<file path="src/hkt_pkg.sv">
`default_nettype none
package hkt_pkg;

	localparam int DEPTH_DEF = 8;
	localparam int KEY_W     = 4;
	localparam int TIME_W    = 32;
	localparam int SLOT_W    = 3;
	localparam int CNTF_W    = 4;
	localparam int TDATA_W   = 48;

	typedef enum logic [2:0] {
		OP_ADD    = 3'd0,
		OP_FIND   = 3'd1,
		OP_GET    = 3'd2,
		OP_REMOVE = 3'd3,
		OP_REPACK = 3'd4
	} op_t;

	typedef enum logic [1:0] {
		ACT_HOLD,
		ACT_LOAD,
		ACT_SHIFT,
		ACT_SCRUB
	} cell_act_t;

	typedef enum logic [1:0] {
		ST_IDLE,
		ST_PREP,
		ST_PACK,
		ST_EXEC
	} state_t;

	typedef struct packed {
		logic [TIME_W-1:0] ptime;
		logic [KEY_W-1:0]  col;
		logic [KEY_W-1:0]  row;
	} entry_t;

	typedef struct packed {
		cell_act_t act;
		entry_t    key;
	} cell_cmd_t;

	// packed from the top down: ok ends up in bit 0
	typedef struct packed {
		logic [CNTF_W-1:0] entries;
		logic [TIME_W-1:0] hit_time;
		logic [KEY_W-1:0]  hit_col;
		logic [KEY_W-1:0]  hit_row;
		logic [SLOT_W-1:0] hit_slot;
		logic              ok;
	} result_t;

endpackage
`default_nettype wire

</file>
<file path="src/hkt_cell.sv">
`default_nettype none
module hkt_cell import hkt_pkg::*; #(
	parameter int DEPTH = DEPTH_DEF,
	localparam int IDX_W = $clog2(DEPTH)
) (
	input  wire logic             clk,
	input  wire logic             arst_n,
	input  wire cell_cmd_t        cmd,
	input  wire logic [IDX_W-1:0] pos,
	input  wire logic [IDX_W-1:0] idx,
	input  wire entry_t           nxt,
	output entry_t                ent,
	output logic                  match,
	output logic                  empty
);

	entry_t ent_q;
	entry_t ent_d;

	always_comb begin
		ent_d = ent_q;
		case (cmd.act)
			ACT_LOAD: begin
				if (pos == idx) begin
					ent_d = cmd.key;
				end
			end
			ACT_SHIFT: begin
				if (idx >= pos) begin
					ent_d = nxt;
				end
			end
			ACT_SCRUB: begin
				if (ent_q.ptime == '0) begin
					ent_d.row = '0;
					ent_d.col = '0;
				end
			end
			default: begin
				ent_d = ent_q;
			end
		endcase
	end

	always_ff @(posedge clk or negedge arst_n) begin
		if (!arst_n) begin
			ent_q <= '0;
		end else begin
			ent_q <= ent_d;
		end
	end

	assign ent   = ent_q;
	assign empty = (ent_q.ptime == '0);
	assign match = (ent_q.row == cmd.key.row) && (ent_q.col == cmd.key.col);

endmodule
`default_nettype wire

</file>
<file path="src/hkt_ctrl.sv">
`default_nettype none
module hkt_ctrl import hkt_pkg::*; #(
	parameter int DEPTH = DEPTH_DEF,
	localparam int IDX_W = $clog2(DEPTH),
	localparam int CNT_W = $clog2(DEPTH + 1)
) (
	input  wire logic                clk,
	input  wire logic                arst_n,
	input  wire logic                s_tvalid,
	output logic                     s_tready,
	input  wire logic [TDATA_W-1:0]  s_tdata,
	output logic                     m_tvalid,
	input  wire logic                m_tready,
	output logic [TDATA_W-1:0]       m_tdata,
	input  wire entry_t [DEPTH-1:0]  ent,
	input  wire logic [DEPTH-1:0]    match,
	input  wire logic [DEPTH-1:0]    empty,
	output cell_cmd_t                cell_cmd,
	output logic [IDX_W-1:0]         cell_pos
);

	state_t               state_q, state_d;
	op_t                  op_q;
	entry_t               key_q;
	logic [SLOT_W-1:0]    slot_q;
	logic [CNT_W-1:0]     count_q, count_d;
	logic [DEPTH-1:0]     stop_q, hitv_q;
	logic [IDX_W-1:0]     pass_q, pass_d;
	result_t              out_q, res;
	logic                 out_valid_q;

	logic                 out_free, out_load, cap_find;
	logic [IDX_W-1:0]     fe_idx, stop_idx, slot_idx, rd_idx;
	logic                 any_empty, any_stop, slot_in_depth, slot_in_count;
	cell_act_t            act;
	entry_t               rd_ent;

	// first empty cell and first stopping cell
	always_comb begin
		fe_idx   = '0;
		stop_idx = '0;
		for (int i = DEPTH - 1; i >= 0; i--) begin
			if (empty[i]) begin
				fe_idx = IDX_W'(i);
			end
			if (stop_q[i]) begin
				stop_idx = IDX_W'(i);
			end
		end
	end

	assign any_empty     = |empty;
	assign any_stop      = |stop_q;
	assign slot_idx      = IDX_W'(slot_q);
	assign slot_in_depth = (32'(slot_q) < DEPTH);
	assign slot_in_count = (32'(slot_q) < 32'(count_q));
	assign rd_idx        = (op_q == OP_FIND) ? stop_idx : slot_idx;
	assign rd_ent        = ent[rd_idx];
	assign out_free      = !out_valid_q || m_tready;
	assign s_tready      = (state_q == ST_IDLE);

	always_comb begin
		state_d  = state_q;
		count_d  = count_q;
		pass_d   = pass_q;
		act      = ACT_HOLD;
		cell_pos = '0;
		res      = '0;
		out_load = 1'b0;
		cap_find = 1'b0;
		case (state_q)
			ST_IDLE: begin
				if (s_tvalid) begin
					state_d = ST_PREP;
				end
			end
			ST_PREP: begin
				cap_find = 1'b1;
				pass_d   = '0;
				if (op_q == OP_REPACK) begin
					act     = ACT_SCRUB;
					state_d = ST_PACK;
				end else begin
					state_d = ST_EXEC;
				end
			end
			ST_PACK: begin
				// each pass squeezes out the first empty cell
				if (any_empty) begin
					act      = ACT_SHIFT;
					cell_pos = fe_idx;
				end
				pass_d = pass_q + 1'b1;
				if (pass_q == IDX_W'(DEPTH - 2)) begin
					state_d = ST_EXEC;
				end
			end
			ST_EXEC: begin
				if (out_free) begin
					out_load = 1'b1;
					state_d  = ST_IDLE;
					case (op_q)
						OP_ADD: begin
							if (32'(count_q) < DEPTH) begin
								act          = ACT_LOAD;
								cell_pos     = IDX_W'(count_q);
								count_d      = CNT_W'(count_q + 1'b1);
								res.ok       = 1'b1;
								res.hit_slot = SLOT_W'(count_q);
								res.hit_row  = key_q.row;
								res.hit_col  = key_q.col;
								res.hit_time = key_q.ptime;
							end
						end
						OP_FIND: begin
							if (any_stop && hitv_q[stop_idx]) begin
								res.ok       = 1'b1;
								res.hit_slot = SLOT_W'(stop_idx);
								res.hit_row  = rd_ent.row;
								res.hit_col  = rd_ent.col;
								res.hit_time = rd_ent.ptime;
							end
						end
						OP_GET: begin
							if (slot_in_depth) begin
								res.ok       = 1'b1;
								res.hit_slot = slot_q;
								res.hit_row  = rd_ent.row;
								res.hit_col  = rd_ent.col;
								res.hit_time = rd_ent.ptime;
							end
						end
						OP_REMOVE: begin
							if (slot_in_count && slot_in_depth) begin
								act          = ACT_SHIFT;
								cell_pos     = slot_idx;
								count_d      = CNT_W'(count_q - 1'b1);
								res.ok       = 1'b1;
								res.hit_slot = slot_q;
								res.hit_row  = rd_ent.row;
								res.hit_col  = rd_ent.col;
								res.hit_time = rd_ent.ptime;
							end
						end
						OP_REPACK: begin
							count_d = any_empty ? CNT_W'(fe_idx) : CNT_W'(DEPTH);
						end
						default: begin
							count_d = count_q;
						end
					endcase
					res.entries = CNTF_W'(count_d);
				end
			end
			default: begin
				state_d = ST_IDLE;
			end
		endcase
	end

	assign cell_cmd.act = act;
	assign cell_cmd.key = key_q;

	always_ff @(posedge clk or negedge arst_n) begin
		if (!arst_n) begin
			state_q     <= ST_IDLE;
			count_q     <= '0;
			pass_q      <= '0;
			out_valid_q <= 1'b0;
		end else begin
			state_q <= state_d;
			count_q <= count_d;
			pass_q  <= pass_d;
			if (out_load) begin
				out_valid_q <= 1'b1;
			end else if (m_tready) begin
				out_valid_q <= 1'b0;
			end
		end
	end

	always_ff @(posedge clk) begin
		if (s_tvalid && s_tready) begin
			op_q      <= op_t'(s_tdata[2:0]);
			key_q.row <= s_tdata[6:3];
			key_q.col <= s_tdata[10:7];
			key_q.ptime <= s_tdata[42:11];
			slot_q    <= s_tdata[45:43];
		end
		if (cap_find) begin
			stop_q <= match | empty;
			hitv_q <= match & ~empty;
		end
		if (out_load) begin
			out_q <= res;
		end
	end

	assign m_tvalid = out_valid_q;
	assign m_tdata  = out_q;

	a_count_range: assert property (@(posedge clk) disable iff (!arst_n)
		32'(count_q) <= DEPTH)
		else $error("entry count beyond table depth");

	a_count_only_exec: assert property (@(posedge clk) disable iff (!arst_n)
		state_q != ST_EXEC |=> $stable(count_q))
		else $error("entry count changed outside execute");

	a_add_counts: assert property (@(posedge clk) disable iff (!arst_n)
		out_load && op_q == OP_ADD && res.ok |=> count_q == CNT_W'($past(count_q) + 1'b1))
		else $error("accepted add did not bump the count");

	a_result_from_exec: assert property (@(posedge clk) disable iff (!arst_n)
		$rose(m_tvalid) |-> $past(state_q) == ST_EXEC)
		else $error("result raised outside execute");

endmodule
`default_nettype wire

</file>
<file path="src/held_key_table.sv">
// Held key table: TABLE_DEPTH cells in a row, each holding one key (row, column,
// press time; time zero means empty). One transaction on the s_ side carries one
// command, one transaction on the m_ side returns its result. For add, find, get
// and remove the result goes through the prepare and execute states after
// acceptance; repack adds a pack state between them, in which each pass of the
// cell row squeezes out one empty slot and the row needs TABLE_DEPTH - 1 passes.
// Commands are handled one at a time; the next one is accepted as soon as the
// current result sits in the output register, and acceptance waits longer while
// the output stalls.
`default_nettype none
module held_key_table import hkt_pkg::*; #(
	parameter int TABLE_DEPTH = DEPTH_DEF
) (
	input  wire logic               clk,
	input  wire logic               arst_n,
	input  wire logic               s_tvalid,
	output logic                    s_tready,
	// op[2:0], key_row[6:3], key_col[10:7], press_time[42:11], slot[45:43]
	input  wire logic [TDATA_W-1:0] s_tdata,
	output logic                    m_tvalid,
	input  wire logic               m_tready,
	// ok[0], hit_slot[3:1], hit_row[7:4], hit_col[11:8], hit_time[43:12], entries[47:44]
	output logic [TDATA_W-1:0]      m_tdata
);

	localparam int IDX_W = $clog2(TABLE_DEPTH);

	entry_t [TABLE_DEPTH-1:0] ent;
	entry_t [TABLE_DEPTH-1:0] nxt;
	logic   [TABLE_DEPTH-1:0] match;
	logic   [TABLE_DEPTH-1:0] empty;
	cell_cmd_t                cell_cmd;
	logic   [IDX_W-1:0]       cell_pos;

	hkt_ctrl #(
		.DEPTH(TABLE_DEPTH)
	) u_ctrl (
		.clk      (clk),
		.arst_n   (arst_n),
		.s_tvalid (s_tvalid),
		.s_tready (s_tready),
		.s_tdata  (s_tdata),
		.m_tvalid (m_tvalid),
		.m_tready (m_tready),
		.m_tdata  (m_tdata),
		.ent      (ent),
		.match    (match),
		.empty    (empty),
		.cell_cmd (cell_cmd),
		.cell_pos (cell_pos)
	);

	for (genvar i = 0; i < TABLE_DEPTH; i++) begin : g_cell
		if (i == TABLE_DEPTH - 1) begin : g_tail
			assign nxt[i] = '0;
		end else begin : g_link
			assign nxt[i] = ent[i + 1];
		end

		hkt_cell #(
			.DEPTH(TABLE_DEPTH)
		) u_cell (
			.clk    (clk),
			.arst_n (arst_n),
			.cmd    (cell_cmd),
			.pos    (cell_pos),
			.idx    (IDX_W'(i)),
			.nxt    (nxt[i]),
			.ent    (ent[i]),
			.match  (match[i]),
			.empty  (empty[i])
		);
	end

endmodule
`default_nettype wire
</file>
<file path="config.mk">
export PLATFORM = sky130hd
export DESIGN_NAME = held_key_table
export DESIGN_NICKNAME = d
export VERILOG_FILES = /design/src/hkt_pkg.sv /design/src/hkt_cell.sv /design/src/hkt_ctrl.sv /design/src/held_key_table.sv
export SDC_FILE = /design/constraint.sdc
export NUM_CORES = 1
export LEC_CHECK = 0
export ABC_CLOCK_PERIOD_IN_PS = 6420
export BUFFER_PORTS_ARGS = -buffer_cell sky130_fd_sc_hd__clkbuf_2
export CORE_ASPECT_RATIO = 1.5
export CORE_MARGIN = 2
export CORE_UTILIZATION = 46
export CTS_CLUSTER_SIZE = 28
export DETAILED_ROUTE_END_ITERATION = 10
export SLEW_MARGIN = 30
export SYNTH_ARGS = -nofsm -noshare
export SYNTH_HDL_FRONTEND = slang
export SYNTH_SLANG_ARGS = --single-unit
</file>
<file path="constraint.sdc">
create_clock -name clk -period 6.42 [get_ports clk]
set_input_delay 1.284 -clock clk [delete_from_list [all_inputs] [get_ports clk]]
set_output_delay 1.284 -clock clk [all_outputs]
set_load 0.01 [all_outputs]
</file>
# --- Word level (Yosys, flattened, before mapping) ---
# Index checks and enable logic that the tools add are counted.
word_totals:
  output_inout_bits: 50
  ff_bits: 440
classes:
  add_sub_neg: 3
  muxes: 93
  n_reduce_logical: 47
  magnitude_cmp: 12
  eq_ne: 61
  n_bitwise: 3
ops:
  columns: ["operator", "count"]
  rows:
  - ["2-to-1 mux 40 bit", 17]
  - ["case mux 32 bit (2 select lines)", 8]
  - ["logical NOT 32 bit", 8]
  - ["case mux 8 bit (3 select lines)", 8]
  - ["case mux 44 bit (4 select lines)", 1]
  - ["2-to-1 mux 44 bit", 3]
  - ["binary-select mux 40 bit (select 3 bit)", 1]
  - ["equality test 4 bit", 16]
  - ["2-to-1 mux 8 bit", 8]
  - ["2-to-1 mux 3 bit", 21]
  - ["!= test 2 x 1 -> 1 bit (second input constant)", 26]
  - ["AND reduction 4 bit", 8]
  - ["AND reduction 3 bit", 9]
  - ["equality test 3 bit (second input constant)", 6]
  - ["case mux 3 bit (2 select lines)", 3]
  - ["OR reduction 8 bit", 2]
  - ["2-to-1 mux 2 bit", 7]
  - ["equality test 3 x 2 -> 1 bit (second input constant)", 4]
  - [">= comparator 3 bit (first input constant)", 4]
  - ["2-to-1 mux 4 bit", 3]
  - ["case mux 4 bit (3 select lines)", 1]
  - ["logical AND 1 bit", 10]
  - ["AND 8 bit", 1]
  - ["equality test 2 bit (second input constant)", 4]
  - ["25 further kinds", 40]

# --- Logic depth before layout (Yosys ltp) ---
logic_depth:
  ltp_word: 14
  depth_mapped: 17
  mapped_depth_nobuf: 15

# --- Hierarchy ---
# A second synthesis with hierarchy kept.
unflattened:
  hier_cells: 2610
  area_unflattened_um2: 26410.3
by_module_without_submodules:
  columns: ["mod", "instances", "cells_per_inst", "area_per_inst_um2"]
  rows:
  - ["hkt_ctrl", 1, 928, 8941.1]
  - ["hkt_cell (g_cell[0].u_cell ...)", 4, 210, 2197.1]
  - ["hkt_cell (g_cell[1].u_cell ...)", 4, 210, 2168.3]
  - ["held_key_table", 1, 2, 7.5]

# --- Worst setup path before layout ---
# Ideal clock, no wire load.
synth_timing:
  path_type: "input to register"
  startpoint: "in m_tready"
  endpoint: "reg g_cell[4].u_cell.ent_q, in the netlist g_cell[4].u_cell.ent[21]"
  path_stages: 14
  t_arrival_ns: 5.176
  path_buffers: 2
  t_required_ns: 6.295
  setup_slack_ns: 1.119
  path_cell_list: "nand2b_1 nand2_1 inv_1 nand2_1 a31o_2 inv_1 ha_1 clkbuf_1 nand2_1 o311ai_0 o41ai_1 nand2_1 buf_4 mux2_2"
synth_via:
  elab_chain_len: 6
synth_lines:
  columns: ["item", "line_no", "source"]
  rows:
  - ["start, declared", "held_key_table.sv:21", "input wire logic m_tready,"]
  - ["logical OR 1 bit (*)", "hkt_ctrl.sv:59", "assign out_free = !out_valid_q || m_tready;"]
  - ["2-to-1 mux 3 bit / 2-to-1 mux 2 bit (equally long branches)", "hkt_ctrl.sv:99", "if (out_free) begin"]
  - ["case mux 3 bit (2 select lines) / case mux 2 bit (3 select lines) (equally long branches)", "hkt_ctrl.sv:71", "case (state_q)"]
  - [">= comparator 3 bit (tied with other cells)", "hkt_cell.sv:29", "if (idx >= pos) begin"]
  - ["!= test 2 x 1 -> 1 bit (no source line) / nonzero test 2 bit (equally long branches)", null, null]
  - ["AND reduction 3 bit (no source line)", null, null]
  - ["end signal, assigned", "hkt_cell.sv:49", "ent_q <= ent_d;"]
  - ["end, declared", "hkt_cell.sv:17", "entry_t ent_q;"]
# Mark *: on every way between the ends. The rest lies on a longest branch, timed or not.
# A chain may end at the register's enable or synchronous reset.

# --- Worst setup path in the final report ---
layout_timing:
  startpoint: "reg g_cell[2].u_cell.ent_q, in the netlist g_cell[2].u_cell.ent[22]"
  endpoint: "reg g_cell[1].u_cell.ent_q, in the netlist g_cell[1].u_cell.ent[34]"
layout_via:
  elab_chain_len: 9
layout_lines:
  columns: ["item", "line_no", "source"]
  rows:
  - ["start, declared", "hkt_cell.sv:17", null]
  - ["start signal, assigned", "hkt_cell.sv:49", null]
  - ["logical NOT 32 bit (*)", "hkt_cell.sv:54", "assign empty = (ent_q.ptime == '0);"]
  - ["2-to-1 mux 3 bit (3 in series)", "hkt_ctrl.sv:43", "if (empty[i]) begin"]
  - ["2-to-1 mux 3 bit", "hkt_ctrl.sv:89", "if (any_empty) begin"]
  - ["case mux 3 bit (2 select lines)", "hkt_ctrl.sv:71", null]
  - [">= comparator 1 x 3 -> 1 bit / equality test 3 x 1 -> 1 bit (equally long branches)", "hkt_cell.sv:29, hkt_cell.sv:24", null]
  - ["!= test 2 x 1 -> 1 bit (no source line)", null, null]
  - ["AND reduction 3 bit (no source line)", null, null]
  - ["end signal, assigned", "hkt_cell.sv:49", null]
  - ["end, declared", "hkt_cell.sv:17", null]
# Marked as above.

==> summary.md <==
| Metric | Value |
|---|---|
| Status | finished clean |
| Gate power share | 0.364 |
| Clock power share | 0.212 |
| Hold Crit Class | reg -> reg |
| Critical Path RT | 6.87 ns |
| DP HPWL | 47300 um |
| Worst path cell trace | nor4_1, nand4_1, or2_1, and4_1, nand2_1, nand2_1, a31o_2, ha_1, nand2_1, o32ai_1, o21bai_4, buf_4, mux2_2 |
| CP endpoint | g_cell[1].u_cell.ent[34] |
| DRC errors left | 0 |
| Critical path arrival | 5.68 ns |
| CTS tree | yes |
| Critical path fanouts, max | 32 |
| Post-CTS setup buffer count | 0 |
| Yosys warns | 0 |
| Count of buffer and inverter cells on the critical path | 1 |
| Endpoints failing setup | 0 |
| Core box area | 51700 um2 |
| Max_cap viols | 0 |
| Die height | 284 um |
| Longest Clk Path Bufs | 3 |
| CTS clk-pin slew, worst paths | 0.06 ns |
| Top Family by Delay on Critical Path | simple AND/OR/NAND/NOR gates |
| WHS | 0.534 ns |
| Initial antenna violation count | 0 |
| Ys async rst share | 0.750 |
| Startpoint Class | register |
| Largest stage delay on the critical path | 0.56 ns |
| Reg2Reg Depth | 13 |
| ANT nets after route | 0 |
| R2r setup slk | 1.20 ns |
| Rows | 102 |
| Worst Setup End Kind | register |
| Die ar. | 54300 um2 |
| P&R area growth vs syn | 10.9% |
| Clock latency at the later pin of the worst-skew pair | 0.59 ns |
| Number of synthesized flops with an enable pin | 110 |
| Crit path from | g_cell[2].u_cell.ent[22] |
| Final hold violations | 0 |
| Gpl congestion | 0.923 |
| Register area share after synthesis | 0.480 |
| Clock sink count | 440 |
| Share of layout cells above drive strength 1 | 0.191 |
| Netlist cell types | 71 |
| Overflow left after global routing | 0 |
| Synth top cells by count | nand2_1, dfrtp_1, mux2_2 |
| Switching Power | 5.07 mW |
| Final Critical Period | 5.22 ns |
| Synth area leader | dfrtp_1 |
| Syn Area/Cell | 10.1 um2 |
| Worst Clk Skew | 0.0240 ns |
| Pwr Total | 12.9 mW |
| Synth top area cells | dfrtp_1, edfxtp_1, mux2_2 |
| Setup TNS | 0 ns |
| Crit-path slowest cell | o32ai_1 |
| RSZ-0062 raised after global routing | false |
| Die X | 191 um |
| First-pass GRT wire length | 112000 um |
| Drt pass-1 iters | 5 |
| Mean routed wirelength per cell | 23.3 um |
| R2R Path Start | g_cell[2].u_cell.ent[22] |
| Critical Path Stages | 13 |
| Vias in the first global route | 19100 |
| P_leak | 11.3 nW |
| FMAX | 191 MHz |
| Count leader, synth | nand2_1 |
| # H-tree levels | 2 |
| Hold_sp | g_cell[0].u_cell.ent[12] |
| Worst Tran Pin Value | 1.02 ns |
| Share of the synthesized area in the top cell type | 0.343 |
| Switch share | 0.393 |
| Crit-path most repeated cell | nand2_1 |
| FF+latch count, synth | 440 |
| Slew headroom | 0.320 |
| Initial Util | 0.466 |
| Synth Flop Type | dfrtp_1 |
| CTS buffer count | 46 |
| Part of the cycle the worst path needs | 0.814 |
| Clock root buffer | clkbuf_16 |
| Vias per cell | 5.95 |
| Sequential power share | 0.424 |
| Cell Int Power | 7.82 mW |
| Nets | 2472 |
| Net count after synthesis | 2451 |
| PostCTS Resize Cnt | 0 |
| Slew Limit Fails | 0 |
| Pwr/cell area | 482 nW/um2 |
| Hold Buf Count CTS | 0 |
| DR vias | 18500 |
| Worst flop-to-flop path endpoint | g_cell[1].u_cell.ent[34] |
| Detailed Route Iter0 Violations | 1303 |
| Largest net degree at the start of global routing | 186 |
| Total wire length | 72600 um |
| Maximum vdd drop | 313 uV |
| GRT Overall Usage | 0.268 |
| # IOs | 102 |
| Cell area after synthesis | 24100 um2 |
| Critical path class | reg -> reg |
| IO buf count | 99 |
| Syn Inst Count | 2384 |
## cell usage in the layout, fill, tap and decap left out, types with 52 or more instances in the layout
cell      instances
nor2b_1          84
o21ai_0          75
edfxtp_1        110
a21oi_1          73
mux2_2          224
a211oi_1         79
clkbuf_2         98
nand2_1         493
nand3_1          52
nor4_1           81
dfrtp_1         330
inv_1           110
xor2_1           64
mux2i_1         130
## cell type report
class | instances | area, um2
antenna | 1 | 2.50
timing repair buffer | 132 | 831
fill | 4662 | 25000
inverter | 112 | 420
sequential | 440 | 11600
clock inverter | 22 | 211
multi-input combinational | 1673 | 11600
tap | 676 | 846
clock buffer | 64 | 1310
## per-stage QoR
step / util / std cells / area, um2 / worst slack [ns]
after floorplan: - / 2384 / 24100 / 1.12
after global placement: 0.487 / 3031 / 25200 / 1.37
after detailed placement: 0.487 / 3032 / 25200 / 1.19
after CTS: 0.517 / 3118 / 26700 / 1.15
after global routing: 0.517 / 3119 / 26700 / 1.04
final: 0.517 / 3120 / 26700 / 1.20
## kinds of logic after synthesis
kind of cell	share of synthesized area
compound gates	0.123
simple gates	0.153
xor+xnor	0.0240
mux	0.168
flops	0.480
buf+inv	0.0448
fa+ha+maj	0.00779
## power by group through the flow
| stage | Clock (mW) | Combinational, mW | Sequential (mW) |
|---|---|---|---|
| after detailed placement | 0 | 4.69 | 5.49 |
| after CTS | 2.78 | 4.72 | 5.45 |
| after global placement | 0 | 4.54 | 5.44 |
| after global routing | 2.89 | 5.12 | 5.63 |
| after floorplan | 0 | 3.44 | 5.05 |
| final | 2.73 | 4.69 | 5.47 |
## flip-flops by register name, indices dropped and copies added (netlist names)
signal,count
g_cell.u_cell.ent,320
u_ctrl.m_tdata,48
u_ctrl.cell_cmd,40
u_ctrl.hitv_q,8
u_ctrl.stop_q,8
u_ctrl.count_q,4
u_ctrl.op_q,3
u_ctrl.pass_q,3
u_ctrl.slot_idx,3
u_ctrl.state_q,2
u_ctrl.m_tvalid,1
## routing by layer
metal | part of all wire | GRT usage
met1 | 0.40 | 0.324
met3 | 0.036 | 0.0232
met5 | 0 | 0
met4 | 0.050 | 0.127
met2 | 0.52 | 0.477
## worst min path at each step
stage / end / slack, ns / cells after the start
floorplan: g_cell[2].u_cell.ent[17] / 0.50 / 1
global placement: g_cell[0].u_cell.ent[32] / 0.52 / 1
detailed placement: g_cell[0].u_cell.ent[12] / 0.53 / 1
CTS: g_cell[0].u_cell.ent[12] / 0.54 / 1
global route: g_cell[0].u_cell.ent[12] / 0.56 / 1
finish: g_cell[0].u_cell.ent[12] / 0.53 / 1
Power figures use the tool's default switching activity.
